File: src/hw/rtl/cma_pkg.sv
// Shared constants for the centered moving average block.
// No dependencies; every other file of the block imports this package.
package cma_pkg;

    localparam int RING_DEPTH_DEF = 64;  // default sample ring depth
    localparam int INDEX_BITS_DEF = 16;  // default width of the frame index counters
    localparam int SAMPLE_W       = 32;  // Q16.16 sample and average width
    localparam int HW_W           = 5;   // half_width register width
    localparam int POS_W          = 16;  // position field width
    localparam int MAX_OUT        = 32;  // most results one word can release
    localparam int EDGE_CAP       = 32;  // saturation point of the edge counter
    localparam int CNT_W          = 6;   // holds 0 .. MAX_OUT and 0 .. EDGE_CAP
    localparam int DIV_W          = HW_W + 1;  // window length 2*w+1 fits here
    // Widest window is 63 samples, so the exact sum needs 6 extra bits.
    localparam int SUM_W          = SAMPLE_W + DIV_W;

endpackage

File: src/hw/rtl/cma_if.sv
// Valid/ready channel interfaces of the centered moving average block.
// Depends on cma_pkg for the payload widths.

interface cma_in_if import cma_pkg::*; ();
    logic                       valid;
    logic                       ready;
    logic signed [SAMPLE_W-1:0] sample;
    logic                       frame_end;

    modport source (output valid, output sample, output frame_end, input ready);
    modport sink   (input valid, input sample, input frame_end, output ready);
endinterface

interface cma_out_if import cma_pkg::*; ();
    logic                       valid;
    logic                       ready;
    logic signed [SAMPLE_W-1:0] average;
    logic [POS_W-1:0]           position;
    logic                       frame_done;

    modport source (output valid, output average, output position, output frame_done,
                    input ready);
    modport sink   (input valid, input average, input position, input frame_done,
                    output ready);
endinterface

interface cma_cfg_if import cma_pkg::*; ();
    logic            valid;
    logic            ready;
    logic [HW_W-1:0] data;

    modport source (output valid, output data, input ready);
    modport sink   (input valid, input data, output ready);
endinterface

File: src/hw/rtl/centered_moving_average_top.sv
// Top level of the centered moving average block: sample ring, sequencer and
// a shared adder used for summing, serial division and sign handling.
// Depends on cma_pkg and the channel interfaces in cma_if.sv.

// The block takes one frame of signed Q16.16 sample words, the last one marked
// with frame_end, and returns for each frame index k the mean of samples k-w to
// k+w, where w = min(k, half_width, length-1-k), truncated toward zero. A result
// leaves as soon as its window is complete; the marked word flushes all pending
// results, and the last one carries frame_done. Input words are taken one at a
// time: after a word is accepted the block stays busy until every result it
// releases has been loaded into the output register. Each result takes 2*w+1
// reads of the sample ring through its single registered read port, a drain of
// the read pipeline, 38 steps of a restoring divider and four control states,
// plus any wait while the output register is still held by the sink. Each input
// word also passes through acceptance, the final window check and frame
// bookkeeping. The output register lets the next word be accepted while a
// result still waits.
// The half_width register is written over its own channel, which is always
// ready; it must only be written while the block is idle.
module centered_moving_average_top import cma_pkg::*; #(
    parameter int RING_DEPTH = RING_DEPTH_DEF,
    parameter int INDEX_BITS = INDEX_BITS_DEF
) (
    input  logic     i_clk,
    input  logic     i_rst_n,
    cma_in_if.sink   i_in,
    cma_cfg_if.sink  i_cfg,
    cma_out_if.source o_out
);

    localparam int AW = $clog2(RING_DEPTH);
    localparam logic [AW-1:0] LAST_ADDR = AW'(RING_DEPTH - 1);

    typedef enum logic [2:0] {
        S_IDLE, S_EVAL, S_SUM, S_ABS, S_DIV, S_SIGN, S_EMIT, S_DONE
    } t_state;

    // Sample ring: written at the write pointer, read through a registered port.
    logic [SAMPLE_W-1:0] ring [RING_DEPTH];
    logic [SAMPLE_W-1:0] r_rdata;
    logic                rd_en;
    logic [AW-1:0]       rd_addr;
    logic                wr_en;

    t_state                     r_state, n_state;
    logic [HW_W-1:0]            r_h, n_h;
    logic [INDEX_BITS-1:0]      r_seen, n_seen;
    logic [INDEX_BITS-1:0]      r_nxt, n_nxt;
    logic [CNT_W-1:0]           r_edge, n_edge;
    logic [AW-1:0]              r_wp, n_wp;
    logic [AW-1:0]              r_optr, n_optr;
    logic                       r_fin, n_fin;
    logic [CNT_W-1:0]           r_cnt, n_cnt;
    logic [DIV_W-1:0]           r_div, n_div;
    logic                       r_last, n_last;
    logic [AW-1:0]              r_dn, n_dn;
    logic [AW-1:0]              r_up, n_up;
    logic [CNT_W-1:0]           r_ndn, n_ndn;
    logic [HW_W-1:0]            r_nup, n_nup;
    logic                       r_rd_v;
    logic [SUM_W-1:0]           r_acc, n_acc;
    logic [DIV_W-1:0]           r_rem, n_rem;
    logic [CNT_W-1:0]           r_bits, n_bits;
    logic                       r_neg, n_neg;
    logic                       r_out_valid, n_out_valid;
    logic signed [SAMPLE_W-1:0] r_out_avg, n_out_avg;
    logic [POS_W-1:0]           r_out_pos, n_out_pos;
    logic                       r_out_done, n_out_done;

    // The one shared adder.
    logic [SUM_W-1:0] alu_a, alu_b, alu_sum;
    logic             alu_cin;

    // Window decision terms.
    logic [INDEX_BITS-1:0] pending, lag;
    logic [HW_W-1:0]       lw, w_sel;
    logic                  lag_lt_lw, stop;
    logic                  issue;
    logic [DIV_W:0]        rem_sh;
    logic                  trial_ok;
    logic                  in_acc, out_free;

    function automatic logic [AW-1:0] wrap_inc(input logic [AW-1:0] a);
        return (a == LAST_ADDR) ? '0 : a + 1'b1;
    endfunction

    function automatic logic [AW-1:0] wrap_dec(input logic [AW-1:0] a);
        return (a == '0) ? LAST_ADDR : a - 1'b1;
    endfunction

    assign in_acc       = i_in.valid && i_in.ready;
    assign i_in.ready   = (r_state == S_IDLE);
    assign i_cfg.ready  = 1'b1;
    assign out_free     = !r_out_valid || o_out.ready;

    assign o_out.valid      = r_out_valid;
    assign o_out.average    = r_out_avg;
    assign o_out.position   = r_out_pos;
    assign o_out.frame_done = r_out_done;

    assign pending   = r_seen - r_nxt;
    assign lag       = pending - 1'b1;
    assign lw        = (r_edge < CNT_W'(r_h)) ? r_edge[HW_W-1:0] : r_h;
    assign lag_lt_lw = lag < INDEX_BITS'(lw);
    assign w_sel     = (r_fin && lag_lt_lw) ? lag[HW_W-1:0] : lw;
    assign stop      = (pending == '0) || (r_cnt == CNT_W'(MAX_OUT))
                       || (!r_fin && lag_lt_lw);

    assign issue  = (r_ndn != '0) || (r_nup != '0);
    assign rem_sh = {r_rem, r_acc[SUM_W-1]};

    always_comb begin
        alu_a   = r_acc;
        alu_b   = '0;
        alu_cin = 1'b0;
        case (r_state)
            S_SUM: begin
                alu_b = SUM_W'(signed'(r_rdata));
            end
            S_DIV: begin
                alu_a   = SUM_W'(rem_sh);
                alu_b   = ~SUM_W'(r_div);
                alu_cin = 1'b1;
            end
            S_ABS, S_SIGN: begin
                alu_a   = ~r_acc;
                alu_cin = 1'b1;
            end
            default: begin
                alu_cin = 1'b0;
            end
        endcase
    end

    assign alu_sum  = alu_a + alu_b + SUM_W'(alu_cin);
    assign trial_ok = !alu_sum[SUM_W-1];

    always_comb begin
        rd_en   = (r_state == S_SUM) && issue;
        rd_addr = (r_ndn != '0) ? r_dn : r_up;
        wr_en   = in_acc;
    end

    always_comb begin
        n_state     = r_state;
        n_h         = r_h;
        n_seen      = r_seen;
        n_nxt       = r_nxt;
        n_edge      = r_edge;
        n_wp        = r_wp;
        n_optr      = r_optr;
        n_fin       = r_fin;
        n_cnt       = r_cnt;
        n_div       = r_div;
        n_last      = r_last;
        n_dn        = r_dn;
        n_up        = r_up;
        n_ndn       = r_ndn;
        n_nup       = r_nup;
        n_acc       = r_acc;
        n_rem       = r_rem;
        n_bits      = r_bits;
        n_neg       = r_neg;
        n_out_valid = r_out_valid && !o_out.ready;
        n_out_avg   = r_out_avg;
        n_out_pos   = r_out_pos;
        n_out_done  = r_out_done;

        if (i_cfg.valid) begin
            n_h = i_cfg.data;
        end

        case (r_state)
            S_IDLE: begin
                if (in_acc) begin
                    n_wp    = wrap_inc(r_wp);
                    n_seen  = r_seen + 1'b1;
                    n_fin   = i_in.frame_end;
                    n_cnt   = '0;
                    n_state = S_EVAL;
                end
            end
            S_EVAL: begin
                if (stop) begin
                    n_state = S_DONE;
                end else begin
                    n_div   = {w_sel, 1'b1};
                    n_ndn   = CNT_W'(w_sel) + 1'b1;
                    n_nup   = w_sel;
                    n_dn    = r_optr;
                    n_up    = wrap_inc(r_optr);
                    n_acc   = '0;
                    n_last  = r_fin && ((lag == '0) || (r_cnt == CNT_W'(MAX_OUT - 1)));
                    n_state = S_SUM;
                end
            end
            S_SUM: begin
                // Older half of the window first, walking down from sample k.
                if (r_ndn != '0) begin
                    n_dn  = wrap_dec(r_dn);
                    n_ndn = r_ndn - 1'b1;
                end else if (r_nup != '0) begin
                    n_up  = wrap_inc(r_up);
                    n_nup = r_nup - 1'b1;
                end
                if (r_rd_v) begin
                    n_acc = alu_sum;
                end
                if (!issue && !r_rd_v) begin
                    n_state = S_ABS;
                end
            end
            S_ABS: begin
                n_neg = r_acc[SUM_W-1];
                if (r_acc[SUM_W-1]) begin
                    n_acc = alu_sum;
                end
                n_rem   = '0;
                n_bits  = CNT_W'(SUM_W);
                n_state = S_DIV;
            end
            S_DIV: begin
                // One restoring step: the quotient bit shifts in as the dividend leaves.
                n_rem  = trial_ok ? alu_sum[DIV_W-1:0] : rem_sh[DIV_W-1:0];
                n_acc  = {r_acc[SUM_W-2:0], trial_ok};
                n_bits = r_bits - 1'b1;
                if (r_bits == CNT_W'(1)) begin
                    n_state = S_SIGN;
                end
            end
            S_SIGN: begin
                if (r_neg) begin
                    n_acc = alu_sum;
                end
                n_state = S_EMIT;
            end
            S_EMIT: begin
                if (out_free) begin
                    n_out_valid = 1'b1;
                    n_out_avg   = signed'(r_acc[SAMPLE_W-1:0]);
                    n_out_pos   = POS_W'(r_nxt);
                    n_out_done  = r_last;
                    n_nxt       = r_nxt + 1'b1;
                    n_edge      = (r_edge < CNT_W'(EDGE_CAP)) ? r_edge + 1'b1 : r_edge;
                    n_cnt       = r_cnt + 1'b1;
                    n_optr      = wrap_inc(r_optr);
                    n_state     = S_EVAL;
                end
            end
            S_DONE: begin
                if (r_fin) begin
                    n_seen = '0;
                    n_nxt  = '0;
                    n_edge = '0;
                    n_optr = r_wp;
                end
                n_state = S_IDLE;
            end
            default: begin
                n_state = S_IDLE;
            end
        endcase
    end

    always_ff @(posedge i_clk) begin
        if (wr_en) begin
            ring[r_wp] <= i_in.sample;
        end
        if (rd_en) begin
            r_rdata <= ring[rd_addr];
        end
    end

    always_ff @(posedge i_clk) begin
        r_div      <= n_div;
        r_last     <= n_last;
        r_dn       <= n_dn;
        r_up       <= n_up;
        r_acc      <= n_acc;
        r_rem      <= n_rem;
        r_bits     <= n_bits;
        r_neg      <= n_neg;
        r_out_avg  <= n_out_avg;
        r_out_pos  <= n_out_pos;
        r_out_done <= n_out_done;
        if (!i_rst_n) begin
            r_state     <= S_IDLE;
            r_h         <= '0;
            r_seen      <= '0;
            r_nxt       <= '0;
            r_edge      <= '0;
            r_wp        <= '0;
            r_optr      <= '0;
            r_fin       <= 1'b0;
            r_cnt       <= '0;
            r_ndn       <= '0;
            r_nup       <= '0;
            r_rd_v      <= 1'b0;
            r_out_valid <= 1'b0;
        end else begin
            r_state     <= n_state;
            r_h         <= n_h;
            r_seen      <= n_seen;
            r_nxt       <= n_nxt;
            r_edge      <= n_edge;
            r_wp        <= n_wp;
            r_optr      <= n_optr;
            r_fin       <= n_fin;
            r_cnt       <= n_cnt;
            r_ndn       <= n_ndn;
            r_nup       <= n_nup;
            r_rd_v      <= rd_en;
            r_out_valid <= n_out_valid;
        end
    end

    // One word never releases more results than the pending limit.
    a_cnt_cap: assert property (@(posedge i_clk) disable iff (!i_rst_n)
        r_cnt <= CNT_W'(MAX_OUT))
        else $error("result count passed the pending limit");

    // Read data only arrives for reads issued while summing.
    a_rd_in_sum: assert property (@(posedge i_clk) disable iff (!i_rst_n)
        r_rd_v |-> (r_state == S_SUM && $past(r_state) == S_SUM))
        else $error("ring read data outside the summing phase");

    // The divider works on an odd window length and keeps the remainder below it.
    a_div_rem: assert property (@(posedge i_clk) disable iff (!i_rst_n)
        (r_state == S_DIV) |-> (r_div[0] && r_rem < r_div))
        else $error("divider remainder or window length out of range");

    // A frame-done result can only come from a marked last word.
    a_done_fin: assert property (@(posedge i_clk) disable iff (!i_rst_n)
        (r_state == S_EMIT && r_last) |-> r_fin)
        else $error("frame_done without a frame_end word");

endmodule

File: src/flat_wrapper.sv
// flat-port wrapper written by rule: the top's interface ports become plain ports
module centered_moving_average_top_flat import cma_pkg::*;
#(
    parameter int RING_DEPTH = RING_DEPTH_DEF,
    parameter int INDEX_BITS = INDEX_BITS_DEF
)
  (i_clk, i_rst_n, i_in_valid, i_in_sample, i_in_frame_end, i_in_ready, i_cfg_valid, i_cfg_data, i_cfg_ready, o_out_valid, o_out_average, o_out_position, o_out_frame_done, o_out_ready);
  cma_in_if i_in_i ();
  cma_cfg_if i_cfg_i ();
  cma_out_if o_out_i ();
  input  logic i_clk;
  input  logic i_rst_n;
  input wire logic [$bits(i_in_i.valid)-1:0] i_in_valid;
  input wire logic [$bits(i_in_i.sample)-1:0] i_in_sample;
  input wire logic [$bits(i_in_i.frame_end)-1:0] i_in_frame_end;
  output wire logic [$bits(i_in_i.ready)-1:0] i_in_ready;
  input wire logic [$bits(i_cfg_i.valid)-1:0] i_cfg_valid;
  input wire logic [$bits(i_cfg_i.data)-1:0] i_cfg_data;
  output wire logic [$bits(i_cfg_i.ready)-1:0] i_cfg_ready;
  output wire logic [$bits(o_out_i.valid)-1:0] o_out_valid;
  output wire logic [$bits(o_out_i.average)-1:0] o_out_average;
  output wire logic [$bits(o_out_i.position)-1:0] o_out_position;
  output wire logic [$bits(o_out_i.frame_done)-1:0] o_out_frame_done;
  input wire logic [$bits(o_out_i.ready)-1:0] o_out_ready;
  assign i_in_i.valid = i_in_valid;
  assign i_in_i.sample = i_in_sample;
  assign i_in_i.frame_end = i_in_frame_end;
  assign i_in_ready = i_in_i.ready;
  assign i_cfg_i.valid = i_cfg_valid;
  assign i_cfg_i.data = i_cfg_data;
  assign i_cfg_ready = i_cfg_i.ready;
  assign o_out_valid = o_out_i.valid;
  assign o_out_average = o_out_i.average;
  assign o_out_position = o_out_i.position;
  assign o_out_frame_done = o_out_i.frame_done;
  assign o_out_i.ready = o_out_ready;
  centered_moving_average_top #(.RING_DEPTH(RING_DEPTH), .INDEX_BITS(INDEX_BITS)) u_core (.i_clk(i_clk), .i_rst_n(i_rst_n), .i_in(i_in_i), .i_cfg(i_cfg_i), .o_out(o_out_i));
endmodule
File: config.mk
export PLATFORM = sky130hd
export DESIGN_NAME = centered_moving_average_top_flat
export DESIGN_NICKNAME = d
export VERILOG_FILES = /design/src/hw/rtl/cma_pkg.sv /design/src/hw/rtl/cma_if.sv /design/src/hw/rtl/centered_moving_average_top.sv /design/src/flat_wrapper.sv
export SDC_FILE = /design/constraint.sdc
export NUM_CORES = 2
export LEC_CHECK = 0
export BUFFER_PORTS_ARGS = -buffer_cell sky130_fd_sc_hd__clkbuf_2
export CORE_UTILIZATION = 50
export CTS_CLUSTER_DIAMETER = 80
export DETAILED_ROUTE_END_ITERATION = 6
export PLACE_DENSITY = 0.65
export REMOVE_ABC_BUFFERS = 1
export SLEW_MARGIN = 20
export SYNTH_ARGS = -nofsm -noshare
export SYNTH_HDL_FRONTEND = slang
export SYNTH_SLANG_ARGS = --single-unit
File: constraint.sdc
create_clock -name i_clk -period 7 [get_ports i_clk]
set_clock_uncertainty 0.15 [all_clocks]
set_input_delay 1.4 -clock i_clk [delete_from_list [all_inputs] [get_ports i_clk]]
set_output_delay 1.4 -clock i_clk [all_outputs]
set_load 0.01 [all_outputs]
==> impl_metrics.json <==
{
  "cp-startpoint": "u_core.r_nxt[0]$_SDFFE_PN0P_",
  "synthCells": 5060,
  "max_freq_mhz": 176,
  "synthTopCellsByArea": "edfxtp_1 72%, mux4_2 13%, nand2_1 1.9%",
  "synth.top_cells.by_count": "2198 x edfxtp_1, 512 x mux4_2, 458 x nand2_1, 214 x nor2_1, 188 x clkbuf_1",
  "yosysMostFrequentCell": "edfxtp_1",
  "route.detailed.wl_per_inst_um": 29.2,
  "p_per_area_nw_per_um2": 441,
  "grt_pass1_vias": 48848,
  "timing.slew.headroom_pct": 19.8,
  "leakage_uw": 0.0335,
  "vdd_drop_max_uv": 410,
  "crit_required_ns": 7.58,
  "critPathCaptureType": "register",
  "drc": 0,
  "worst_pin_slew_ns": 1.19,
  "wl_um": 232000,
  "placedCellCount": 7528,
  "r2r_cells": 20,
  "netlist_area_um2": 92200,
  "maxCapViolCount": 0,
  "num_rows": 157,
  "yosysWarnings": 0,
  "coreArea_um2": 183000,
  "slowest_stage": "or4_4",
  "globalRoute.totalOverflow": 0,
  "die_w_um": 431,
  "fin_cells": 7954,
  "r2r_end": "u_core.r_ndn[4]$_SDFFE_PN0P_",
  "clock-sinks": 2276,
  "yosysSeqAreaShare_pct": 73.3,
  "r2r_start": "u_core.r_nxt[0]$_SDFFE_PN0P_",
  "path_cells": "ha_1, inv_1, fa_1, xor2_1, nor2_1, xnor2_1, inv_1, ha_1, a211o_1, o41ai_1, nand2_1, or4_4, mux2i_2, ha_1, nor3b_1, xnor2_1, nor2_1, mux2i_1, o21ai_1, a211oi_1",
  "maxSlewViolCount": 0,
  "r2r_slack_ns": 1.33,
  "clkTransAtPathRegs_ns": 0.06,
  "h-tree-depth": 4,
  "cts_tree": "done",
  "grt_max_degree": 74,
  "clockBufferDepth": 3,
  "status": "finished clean",
  "synth-edff-count": 2198,
  "initial_utilization_pct": 50.3,
  "track_usage_pct": 25.0,
  "yosysTopAreaCell": "edfxtp_1",
  "syn_area_per_cell_um2": 18.2,
  "hold_class": "reg -> reg",
  "fin_crit_ns": 5.67,
  "synth-main-ff-cell": "edfxtp_1",
  "fill_cells": 13821,
  "drtIter0Drc": 5712,
  "place.gp.congestion": 0.860,
  "path_max_fanout": 12,
  "vias": 49249,
  "grt_pass1_wl_um": 335000,
  "hold_ws_ns": 0.285,
  "viasPerCell": 6.19,
  "synth_seq_cells": 2276,
  "die-area_um2": 186000,
  "setup_viol": 0,
  "first_pass_iters": 5,
  "hold_viol": 0,
  "grt_antenna_before_repair": 8,
  "cts-root-buf": "clkbuf_16",
  "clk-insertion-delay-late_ns": 0.84,
  "final_layout_size_suffix_gt1_share_pct": 22.1,
  "postRouteAntennaNets": 0,
  "p_total_uw": 46100,
  "die_h_um": 431,
  "setup.worst_path.class": "reg -> reg",
  "tns_ns": 0,
  "synthArstFlopShare_pct": 0,
  "start_kind": "register",
  "synth_top_area_share_pct": 71.6,
  "place_hpwl_um": 133000,
  "ctsResizeCount": 0,
  "endpoint": "u_core.r_ndn[4]$_SDFFE_PN0P_",
  "numCtsBuffers": 222,
  "rsz0062_at_grt": "false",
  "cts_hold_buf": 0,
  "final_core_util_pct": 57.0,
  "portBuffers": 93,
  "synth_cell_types": 82,
  "slowest_delay_ns": 0.55,
  "crit_top_cell": "ha_1",
  "cp.arrival_ns": 6.25,
  "syn_to_final_growth_pct": 13.3,
  "cts_setup_buffers": 0,
  "fin_crit_sh_pct": 81.0,
  "final_nets": 5413,
  "boundaryPins": 95
}
## cell usage in the layout, fill, tap and decap left out, drive strengths merged, types with 14 or more instances in the layout
master / instances
a211oi: 141
a21o: 29
a21oi: 159
a22o: 37
a311oi: 97
a31oi: 38
and2: 136
buf: 194
bufinv: 23
clkbuf: 350
clkinv: 125
dfxtp: 78
edfxtp: 2198
ha: 78
inv: 65
mux2i: 31
mux4: 512
nand2: 458
nand3: 50
nand4: 14
nor2: 214
nor2b: 14
nor3: 62
o21ai: 89
o21bai: 14
or3: 16
xnor2: 64
xor2: 34
## per-layer routing
metal / part of all wire, % / GRT usage (%) / up-vias
li1: - / - / 20976
met2: 48 / 40.0 / 2083
met1: 41 / 35.3 / 25858
met3: 8.0 / 4.40 / 330
met4: 2.9 / 7.53 / 2
met5: 0.0039 / 0 / -
## report_power, final
group	internal [uW]	total (uW)	leakage [uW]	switching, uW
Clock	6800	11900	0.00355	5100
Sequential	15700	16100	0.0204	393
Combinational	7440	18100	0.00957	10700
## worst min-delay path by stage
stage,from,to,slack (ns),cells past startpoint
6_report,u_core.r_last$_DFFE_PP_,u_core.o_out.frame_done$_DFFE_PP_,0.28,0
5_1_grt,u_core.r_last$_DFFE_PP_,u_core.o_out.frame_done$_DFFE_PP_,0.30,0
4_1_cts,u_core.r_nxt[5]$_SDFFE_PN0P_,u_core.o_out.position[5]$_DFFE_PP_,0.29,0
3_5_place_dp,u_core.r_last$_DFFE_PP_,u_core.o_out.frame_done$_DFFE_PP_,0.28,0
3_3_place_gp,u_core.r_last$_DFFE_PP_,u_core.o_out.frame_done$_DFFE_PP_,0.26,0
2_1_floorplan,u_core.r_last$_DFFE_PP_,u_core.o_out.frame_done$_DFFE_PP_,0.25,0
## per-stage QoR
step / setup slack, ns / instance area, um2
finish: 1.33 / 104000
global placement: 1.30 / 97000
global route: 0.830 / 104000
detailed placement: 1.37 / 97100
floorplan: -44.30 / 91000
CTS: 1.36 / 104000
## flip-flops by register name, summed over array words and instances (netlist names), 5 cells and up
signal and count:
u_core.r_cnt 6, u_core.o_out.position 16, u_core.r_seen 16, u_core.r_div 5, u_core.r_nxt 16, u_core.r_dn 6, u_core.r_nup 5, u_core.r_edge 6
u_core.r_ndn 6, u_core.o_out.average 32, u_core.ring 2048, u_core.r_up 6, u_core.r_bits 6, u_core.r_h 5, u_core.r_acc 38, u_core.r_rdata 32
u_core.r_rem 6, u_core.r_wp 6, u_core.r_optr 6
## cell families after synthesis
family,count (synthesis),synth area share [%]
flip-flops,2276,73.3
AND/OR/NAND/NOR,1028,5.08
AO/OA/AOI/OAI,690,5.18
multiplexers,544,12.9
buffers and inverters,342,1.49
XOR/XNOR,98,0.931
adder cells (fa/ha/maj),81,1.12
other,1,0.00407
## final cells by class
class / instances / area, um2 / share of cell area [%]
flip-flops and latches: 2276 / 67600 / 64.7
multi-input cells: 2442 / 23800 / 22.8
inverters: 62 / 233 / 0.223
diodes: 6 / 15.0 / 0.0144
repair buffers: 285 / 2390 / 2.29
well taps: 2464 / 3080 / 2.95
clock inverters: 160 / 1440 / 1.38
clock buffers: 259 / 5840 / 5.60
## critical path, delay by kind of cell, from the launching register on
family,cells,cell delay [ns]
and+or+nand+nor,5,1.07
AOI/OAI and AO/OA,4,1.05
muxes,2,0.52
xor gates and xnor gates,3,0.97
buffers and inverters,2,0.15
DFF,1,0.42
adders and majority gates,4,1.23
No activity file was read; power rests on OpenSTA's default activity.
